**src/hdl/pn3s_pkg.sv**
```systemverilog
// Shared types, constants and controller commands for the seeded 3-D noise block.
package pn3s_pkg;

  localparam int TABLE_SIZE = 256;
  localparam int FRAC_BITS_DEF = 16;
  localparam int COORD_W = 24;
  localparam int NOISE_W = 18;
  localparam int MUL_W = 33;
  localparam int PROD_W = 2 * MUL_W;
  localparam int DIV_STEPS = 64;

  localparam logic [63:0] GOLDEN = 64'h9E3779B97F4A7C15;
  localparam logic [63:0] MIX1 = 64'hBF58476D1CE4E5B9;
  localparam logic [63:0] MIX2 = 64'h94D049BB133111EB;
  localparam logic [63:0] ZERO_SUBST = 64'hFF51AFD7ED558CCD;

  localparam logic KIND_BUILD = 1'b0;

  typedef struct packed {
    logic kind;
    logic [COORD_W-1:0] x_coord;
    logic [COORD_W-1:0] y_coord;
    logic [COORD_W-1:0] z_coord;
  } in_item_t;

  typedef struct packed {
    logic signed [NOISE_W-1:0] noise;
    logic built;
  } out_item_t;

  typedef enum logic [4:0] {
    OP_NOP,
    OP_LOAD,
    OP_INIT,
    OP_FILL,
    OP_RNG,
    OP_M_LL,
    OP_M_LH,
    OP_M_HL,
    OP_M_FIN,
    OP_MIX,
    OP_DIV,
    OP_RD_I,
    OP_RD_J,
    OP_WR_I,
    OP_WR_J,
    OP_FA,
    OP_FB,
    OP_FC,
    OP_FD,
    OP_FE,
    OP_HASH,
    OP_LM,
    OP_LA,
    OP_OUT
  } op_t;

  typedef struct packed {
    op_t op;
    logic [7:0] idx;
    logic [7:0] cnt;
    logic [2:0] sel;
  } cmd_t;

endpackage

```
**src/hdl/pn3s_ctrl.sv**
```systemverilog
// Controller state machine that sequences build and evaluate items through the datapath.
module pn3s_ctrl (
  input  logic            clk,
  input  logic            rst_n,
  input  logic            in_valid,
  input  logic            in_kind,
  output logic            in_ready,
  output logic            out_valid,
  input  logic            out_ready,
  output pn3s_pkg::cmd_t  cmd
);

  typedef enum logic [3:0] {
    S_IDLE, S_INIT, S_FILL, S_RNG, S_MUL, S_MIX, S_DIV, S_SWAP,
    S_FADE, S_HASH, S_LERP, S_DONE
  } state_t;

  state_t state_r;
  logic [7:0] cnt_r;
  logic [7:0] idx_r;
  logic [2:0] sel_r;
  logic out_valid_r;
  logic load_out;

  assign in_ready = (state_r == S_IDLE);
  assign out_valid = out_valid_r;
  assign load_out = (state_r == S_DONE) && (!out_valid_r || out_ready);

  always_comb begin
    cmd.idx = idx_r;
    cmd.cnt = cnt_r;
    cmd.sel = sel_r;
    unique case (state_r)
      S_IDLE: cmd.op = in_valid ? pn3s_pkg::OP_LOAD : pn3s_pkg::OP_NOP;
      S_INIT: cmd.op = pn3s_pkg::OP_INIT;
      S_FILL: cmd.op = pn3s_pkg::OP_FILL;
      S_RNG: cmd.op = pn3s_pkg::OP_RNG;
      S_MUL: begin
        case (cnt_r[1:0])
          2'd0: cmd.op = pn3s_pkg::OP_M_LL;
          2'd1: cmd.op = pn3s_pkg::OP_M_LH;
          2'd2: cmd.op = pn3s_pkg::OP_M_HL;
          default: cmd.op = pn3s_pkg::OP_M_FIN;
        endcase
      end
      S_MIX: cmd.op = pn3s_pkg::OP_MIX;
      S_DIV: cmd.op = pn3s_pkg::OP_DIV;
      S_SWAP: begin
        case (cnt_r[1:0])
          2'd0: cmd.op = pn3s_pkg::OP_RD_I;
          2'd1: cmd.op = pn3s_pkg::OP_RD_J;
          2'd2: cmd.op = pn3s_pkg::OP_WR_I;
          default: cmd.op = pn3s_pkg::OP_WR_J;
        endcase
      end
      S_FADE: begin
        case (cnt_r[2:0])
          3'd0: cmd.op = pn3s_pkg::OP_FA;
          3'd1: cmd.op = pn3s_pkg::OP_FB;
          3'd2: cmd.op = pn3s_pkg::OP_FC;
          3'd3: cmd.op = pn3s_pkg::OP_FD;
          3'd4: cmd.op = pn3s_pkg::OP_FE;
          default: cmd.op = pn3s_pkg::OP_NOP;
        endcase
      end
      S_HASH: cmd.op = pn3s_pkg::OP_HASH;
      S_LERP: cmd.op = cnt_r[0] ? pn3s_pkg::OP_LA : pn3s_pkg::OP_LM;
      S_DONE: cmd.op = load_out ? pn3s_pkg::OP_OUT : pn3s_pkg::OP_NOP;
      default: cmd.op = pn3s_pkg::OP_NOP;
    endcase
  end

  always_ff @(posedge clk) begin
    if (!rst_n) begin
      state_r <= S_IDLE;
      cnt_r <= '0;
      idx_r <= '0;
      sel_r <= '0;
      out_valid_r <= 1'b0;
    end else begin
      if (load_out) begin
        out_valid_r <= 1'b1;
      end else if (out_ready) begin
        out_valid_r <= 1'b0;
      end
      unique case (state_r)
        S_IDLE: begin
          cnt_r <= '0;
          sel_r <= '0;
          if (in_valid) begin
            state_r <= (in_kind == pn3s_pkg::KIND_BUILD) ? S_INIT : S_FADE;
          end
        end
        S_INIT: begin
          cnt_r <= '0;
          state_r <= S_FILL;
        end
        S_FILL: begin
          cnt_r <= cnt_r + 8'd1;
          if (cnt_r == 8'd255) begin
            idx_r <= 8'd255;
            state_r <= S_RNG;
          end
        end
        S_RNG: begin
          cnt_r <= '0;
          sel_r <= '0;
          state_r <= S_MUL;
        end
        S_MUL: begin
          cnt_r <= cnt_r + 8'd1;
          if (cnt_r[1:0] == 2'd3) begin
            state_r <= S_MIX;
          end
        end
        S_MIX: begin
          cnt_r <= '0;
          if (sel_r == 3'd0) begin
            sel_r <= 3'd1;
            state_r <= S_MUL;
          end else begin
            state_r <= S_DIV;
          end
        end
        S_DIV: begin
          cnt_r <= cnt_r + 8'd1;
          if (cnt_r == 8'(pn3s_pkg::DIV_STEPS - 1)) begin
            cnt_r <= '0;
            state_r <= S_SWAP;
          end
        end
        S_SWAP: begin
          cnt_r <= cnt_r + 8'd1;
          if (cnt_r[1:0] == 2'd3) begin
            if (idx_r == 8'd1) begin
              state_r <= S_DONE;
            end else begin
              idx_r <= idx_r - 8'd1;
              state_r <= S_RNG;
            end
          end
        end
        S_FADE: begin
          cnt_r <= cnt_r + 8'd1;
          if (cnt_r == 8'd4) begin
            cnt_r <= '0;
            if (sel_r == 3'd2) begin
              sel_r <= '0;
              state_r <= S_HASH;
            end else begin
              sel_r <= sel_r + 3'd1;
            end
          end
        end
        S_HASH: begin
          cnt_r <= cnt_r + 8'd1;
          if (cnt_r == 8'd14) begin
            cnt_r <= '0;
            sel_r <= '0;
            state_r <= S_LERP;
          end
        end
        S_LERP: begin
          cnt_r <= {7'd0, ~cnt_r[0]};
          if (cnt_r[0]) begin
            sel_r <= sel_r + 3'd1;
            if (sel_r == 3'd6) begin
              state_r <= S_DONE;
            end
          end
        end
        S_DONE: begin
          if (load_out) begin
            state_r <= S_IDLE;
          end
        end
        default: state_r <= S_IDLE;
      endcase
    end
  end

endmodule

```
**config.mk**
```make
export PLATFORM = sky130hd
export DESIGN_NAME = pn3s_ctrl
export DESIGN_NICKNAME = d
export VERILOG_FILES = /design/src/hdl/pn3s_pkg.sv /design/src/hdl/pn3s_ctrl.sv
export SDC_FILE = /design/constraint.sdc
export NUM_CORES = 1
export LEC_CHECK = 0
export BUFFER_PORTS_ARGS = -buffer_cell sky130_fd_sc_hd__buf_2
export CAP_MARGIN = 5
export CORE_MARGIN = 5
export CORE_UTILIZATION = 50
export DETAILED_ROUTE_END_ITERATION = 10
export PLACE_DENSITY = 0.82
export SLEW_MARGIN = 15
export SYNTH_ARGS = -nofsm -noshare
export SYNTH_HDL_FRONTEND = slang
export SYNTH_SLANG_ARGS = --single-unit
export TNS_END_PERCENT = 10
```
**constraint.sdc**
```tcl
create_clock -name clk -period 6.8 [get_ports clk]
set_input_delay 0.34 -clock clk [delete_from_list [all_inputs] [get_ports clk]]
set_output_delay 0.34 -clock clk [all_outputs]
set_load 0.01 [all_outputs]
```
## Word-level counts from Yosys, hierarchy flattened

Index checks and enable logic that the tools add are counted.

| storage, ports and cells | value |
|---|---|
| bits in registers | 24 |
| input port bits | 5 |
| output and inout port bits | 26 |
| logic and storage cells | 102 |

| operators by class | value |
|---|---|
| add/subtract/negate cells | 3 |
| eq/ne operators | 38 |
| mux-type cells | 38 |
| bitwise logic cells | 1 |
| reductions and logical operators | 17 |

Operator list:

| cell | count |
|---|---|
| 5-bit case mux with 12 select lines | 1 |
| 4-bit two-way mux | 13 |
| 8-bit two-way mux | 6 |
| 4-bit case mux with 12 select lines | 1 |
| 8-bit case mux with 6 select lines | 1 |
| 2-bit inequality test (second input constant) | 13 |
| 5-bit case mux with 5 select lines | 1 |
| 4-bit by 3-bit == test with 1-bit output (second input constant) | 4 |
| 4-bit == test (second input constant) | 4 |
| 8-bit case mux with 2 select lines | 1 |
| 3-bit two-way mux | 5 |
| 3-bit case mux with 5 select lines | 1 |
| 4-bit case mux with 3 select lines | 1 |
| 11-bit AND reduction | 1 |
| 3-bit by 2-bit == test with 1-bit output (second input constant) | 3 |
| 3-bit case mux with 3 select lines | 1 |
| 8-bit by 1-bit adder with 8-bit output (second input constant) | 1 |
| 4-bit by 2-bit == test with 1-bit output (second input constant) | 2 |
| 8-bit by 1-bit == test with 1-bit output (second input constant) | 1 |
| 8-bit by 3-bit == test with 1-bit output (second input constant) | 1 |
| 8-bit by 4-bit == test with 1-bit output (second input constant) | 1 |
| 8-bit by 6-bit == test with 1-bit output (second input constant) | 1 |
| 8-bit == test (second input constant) | 1 |
| 8-bit by 1-bit subtractor with 8-bit output (second input constant) | 1 |
| other kinds (24) | 31 |

## Depth between registers and ports, before layout

| logic depth | value |
|---|---|
| depth after elaboration | 5 |
| gate-level depth with buffers | 8 |
| depth with buffers taken out | 7 |

## Worst setup path before layout

Ideal clock, no wire load.

| timing path | value |
|---|---|
| path kind | reg-to-reg |
| start point | register cnt_r[0] |
| end point | register state_r[3] |
| setup time | 0.119 ns |
| arrival time | 2.144 ns |
| data required time | 6.681 ns |
| setup slack | 4.537 ns |
| cell stages (with the launch flop) | 9 |
| buffers on the path | 1 |
| clock period less this slack | 2.263 ns |
| path through | dfxtp_1 > clkbuf_1 > inv_1 > ha_1 > and3_1 > a2111oi_1 > a41o_2 > nor4_1 > o221a_1 |

| between the ends | value |
|---|---|
| cells in the longest elaborated chain, start to end | 3 |
| elaborated cells between the ends (all ways) | 13 |
| classes of those cells | eq/ne: 12; reduce/logical: 1 |

RTL lines:

| item | line | RTL |
|---|---|---|
| start, declared | pn3s_ctrl.sv:19 | `logic [7:0] cnt_r;` |
| start signal, assigned | pn3s_ctrl.sv:99 | `cnt_r <= cnt_r + 8'd1;` |
| start signal, assigned | pn3s_ctrl.sv:111 | `cnt_r <= cnt_r + 8'd1;` |
| start signal, assigned | pn3s_ctrl.sv:126 | `cnt_r <= cnt_r + 8'd1;` |
| 8-bit by 4-bit == test with 1-bit output (tied with other cells) | pn3s_ctrl.sv:157 | `if (cnt_r == 8'd14) begin` |
| 2-bit inequality test (no line) | - |  |
| 11-bit AND reduction (no line) (*) | - |  |
| end signal, assigned | pn3s_ctrl.sv:91 | `state_r <= (in_kind == pn3s_pkg::KIND_BUILD) ? S_INIT : S_FADE;` |
| end, declared | pn3s_ctrl.sv:18 | `state_t state_r;` |

Mark *: on every way between the ends. The rest lies on a longest branch, timed or not.
A chain may end at the register's enable or synchronous reset.

==> flow_summary_export.csv <==
group,metric,value,unit
timing,rsz0062_at_grt,"false",
timing,setup_viol,0,
finish,drive_gt1_frac,0.1870,
drt,dr.pass1.iters,4,
synthesis,syn_nets,260,
drt,postRouteWirelength,5017,microns
timing,setup_tns,0,ns
placed_design,place_hpwl,3656,microns
drt,wl_per_cell,16.18,microns
clocking,cts_hold_buf,0,
clocking,cts_setup_buffers,0,
finish,mostFrequentLayoutCell,"buf_2",
timing,slew_headroom,0.3897,
global_route,grt_max_degree,28,
timing,fmax,0.3751,GHz
setup_path,worstSetupStartpointType,"flip-flop",
clocking,cts_made_buffers,3,
floorplan,start_util,0.5236,
clocking,cts_resized,0,
clocking,clock_latency,0.28,ns
timing,fin_crit_sh,0.3920,
setup_path,crit_arrival,2.33,ns
drt,drtIter0Drc,131,
clocking,clkTransAtPathRegs,0.09,ns
floorplan,core_area,3716,sq um
drt,vias,1941,
global_route,antenna_found_initial,0,
synthesis,ys_seq_elements,24,
finish,fin_nets,279,
global_route,grt_pass1_wl,8362,microns
synthesis,synth_edf_count,0,
run,max-cap-violations,0,
synthesis,avgSynthCellArea,7.974,sq um
clocking,htree_levels,1,
finish,area_growth,11.06,%
placed_design,port_buffers,30,
synthesis,netlist_instances,244,
drt,drcViolationCount,0,
synthesis,synthTopCellsByArea,"dfxtp_1, ha_1, nor2_1",
timing,worst_slew_pin_slew,0.9142,ns
finish,seq_area,480.5,sq um
power_and_ir_drop,power_density,389.4,nW/um^2
clocking,cts_sinks,24,
drt,avgViaCountPerCell,6.261,
floorplan,die-area,5239,sq um
synthesis,synth_cell_types,65,
timing,whs,0.3994,ns
floorplan,io_pins,31,
hold_path,hold_class,"primary input to flip-flop",
finish,mostFrequentLayoutCells,"buf_2, dfxtp_1, nor2_1, nand2_1, a21oi_1",
synthesis,yosysTopAreaCell,"dfxtp_1",
setup_path,crit_required,6.46,ns
synthesis,synth_ff_type,"dfxtp_1",
setup_path,crit_type,"flip-flop to primary output",
finish,final_core_util,0.5815,
clocking,cts_tree,"yes",
global_route,grt_pass1_vias,1760,
finish,multi_input_area,1350,sq um
timing,hold_violations,0,
setup_path,critPathMaxFanout,21,
synthesis,netlist.area_leader.share,0.2469,
timing,slew_violations,0,
global_route,overflow,0,
clocking,clockBufferDepth,2,
synthesis,synthArstFlopShare,0,
global_route,grt_usage,0.1959,
floorplan,die_y,72.38,microns
outcome,status,"finished clean",
synthesis,synth_area,1946,sq um
floorplan,row_count,22,
synthesis,seq_area_frac_synth,0.2469,
floorplan,die_w,72.38,microns
clocking,root_buffer,"clkbuf_8",
power_and_ir_drop,ir_drop,223.1,uV
setup_path,end_kind,"primary output",
synthesis,yosys_warnings,0,
finish,nFillCells,352,
timing,worst_clock_skew,0.007766,ns
finish,antennaDiodeCount,0,
drt,drtAntennaViolNets,0,
placed_design,gp_congestion,0.9133,
timing,period_minus_slack,2.666,ns
power_and_ir_drop,cellLeakagePower,0.8739,nW
## routing by layer
metal | GRT usage | share of wire | up-vias | wire [microns]
met5 | 0 | 0 | - | 0
met3 | 0.03878 | 0.062 | 6 | 311
met4 | 0.07377 | 0.0096 | 0 | 48
li1 | - | - | 958 | -
met1 | 0.2638 | 0.47 | 911 | 2351
met2 | 0.3084 | 0.46 | 66 | 2305
## where the power goes
| part | leakage (nW) | switching, mW | total (mW) | internal, mW |
|---|---|---|---|---|
| sequential | 0.194 | 0.0824 | 0.251 | 0.169 |
| clock | 0.0357 | 0.0500 | 0.129 | 0.0788 |
| combinational | 0.644 | 0.258 | 0.461 | 0.204 |
## flip-flops by register name, summed over array words and instances, names as in the netlist
| name | cells |
|---|---|
| state_r | 4 |
| cnt_r | 8 |
| sel_r | 3 |
| out_valid | 1 |
| idx_r | 8 |
## through the flow
stage,cell area [sq um],worst slack [ns],instances,power (mW)
2_1_floorplan,1946,4.537,244,0.5900
3_3_place_gp,2090,4.388,306,0.6983
3_5_place_dp,2090,4.346,306,0.7045
4_1_cts,2161,4.178,310,0.8374
5_1_grt,2161,3.981,310,0.9085
6_report,2161,4.134,310,0.8413
## synth_stat cells (2+ instances only)
master and count:
o2111ai_1 2, a31oi_1 7, nor2b_1 7, a21o_1 2, nor3_1 12, nor2_1 22
or3_1 4, nor4_1 4, xor2_1 3, buf_1 2, inv_1 11, a211oi_1 5
dfxtp_1 24, clkbuf_1 9, buf_2 5, ha_1 11, o21ai_0 6, and3_1 3
o211a_1 2, a21oi_1 13, or4_1 3, o31ai_1 4, and2_1 2, o221a_1 2
o22ai_1 2, mux2i_1 2, nand2_1 13, a311oi_1 4, nand3_1 7, o221ai_1 2
xnor2_1 6, nand4_1 4, nand2b_1 7
## worst paths after layout
path                                              start               endpoint  slack (ns)  cells past startpoint
worst min register to register    sel_r[1]$_SDFFE_PN0P_  sel_r[1]$_SDFFE_PN0P_        0.54                      2
worst max register to register  state_r[1]$_SDFFE_PN0P_  idx_r[6]$_SDFFE_PN0P_        4.26                      5
worst min-delay path                              rst_n  idx_r[6]$_SDFFE_PN0P_        0.40                      2
worst max-delay path            state_r[0]$_SDFFE_PN0P_                cmd[20]        4.13                      5
## final cells by class
class | count | area share
sequential | 24 | 0.2224
clock buffer | 3 | 0.01911
timing repair buffer | 31 | 0.07296
inverter | 11 | 0.01911
multi-input combinational | 192 | 0.6248
clock inverter | 1 | 0.01390
tap | 48 | 0.02779
## cells by family (layout without fill, tap and decap cells)
group / count (synthesis) / after routing / share of synthesized area
xor+xnor: 9 / 9 / 0.04052
fa+ha+maj: 11 / 11 / 0.07074
mux: 3 / 3 / 0.01608
compound gates: 68 / 68 / 0.2714
flops: 24 / 24 / 0.2469
simple gates: 101 / 101 / 0.2952
buf+inv: 28 / 46 / 0.05916
## worst max-delay path, stage by stage (launching register included)
cell and delay [ns]:
dfxtp_1 0.80, inv_1 0.30, mux2_2 0.34, a211oi_1 0.27
o221ai_1 0.16, buf_2 0.18
Note: power is estimated with default switching activity, not from simulation.
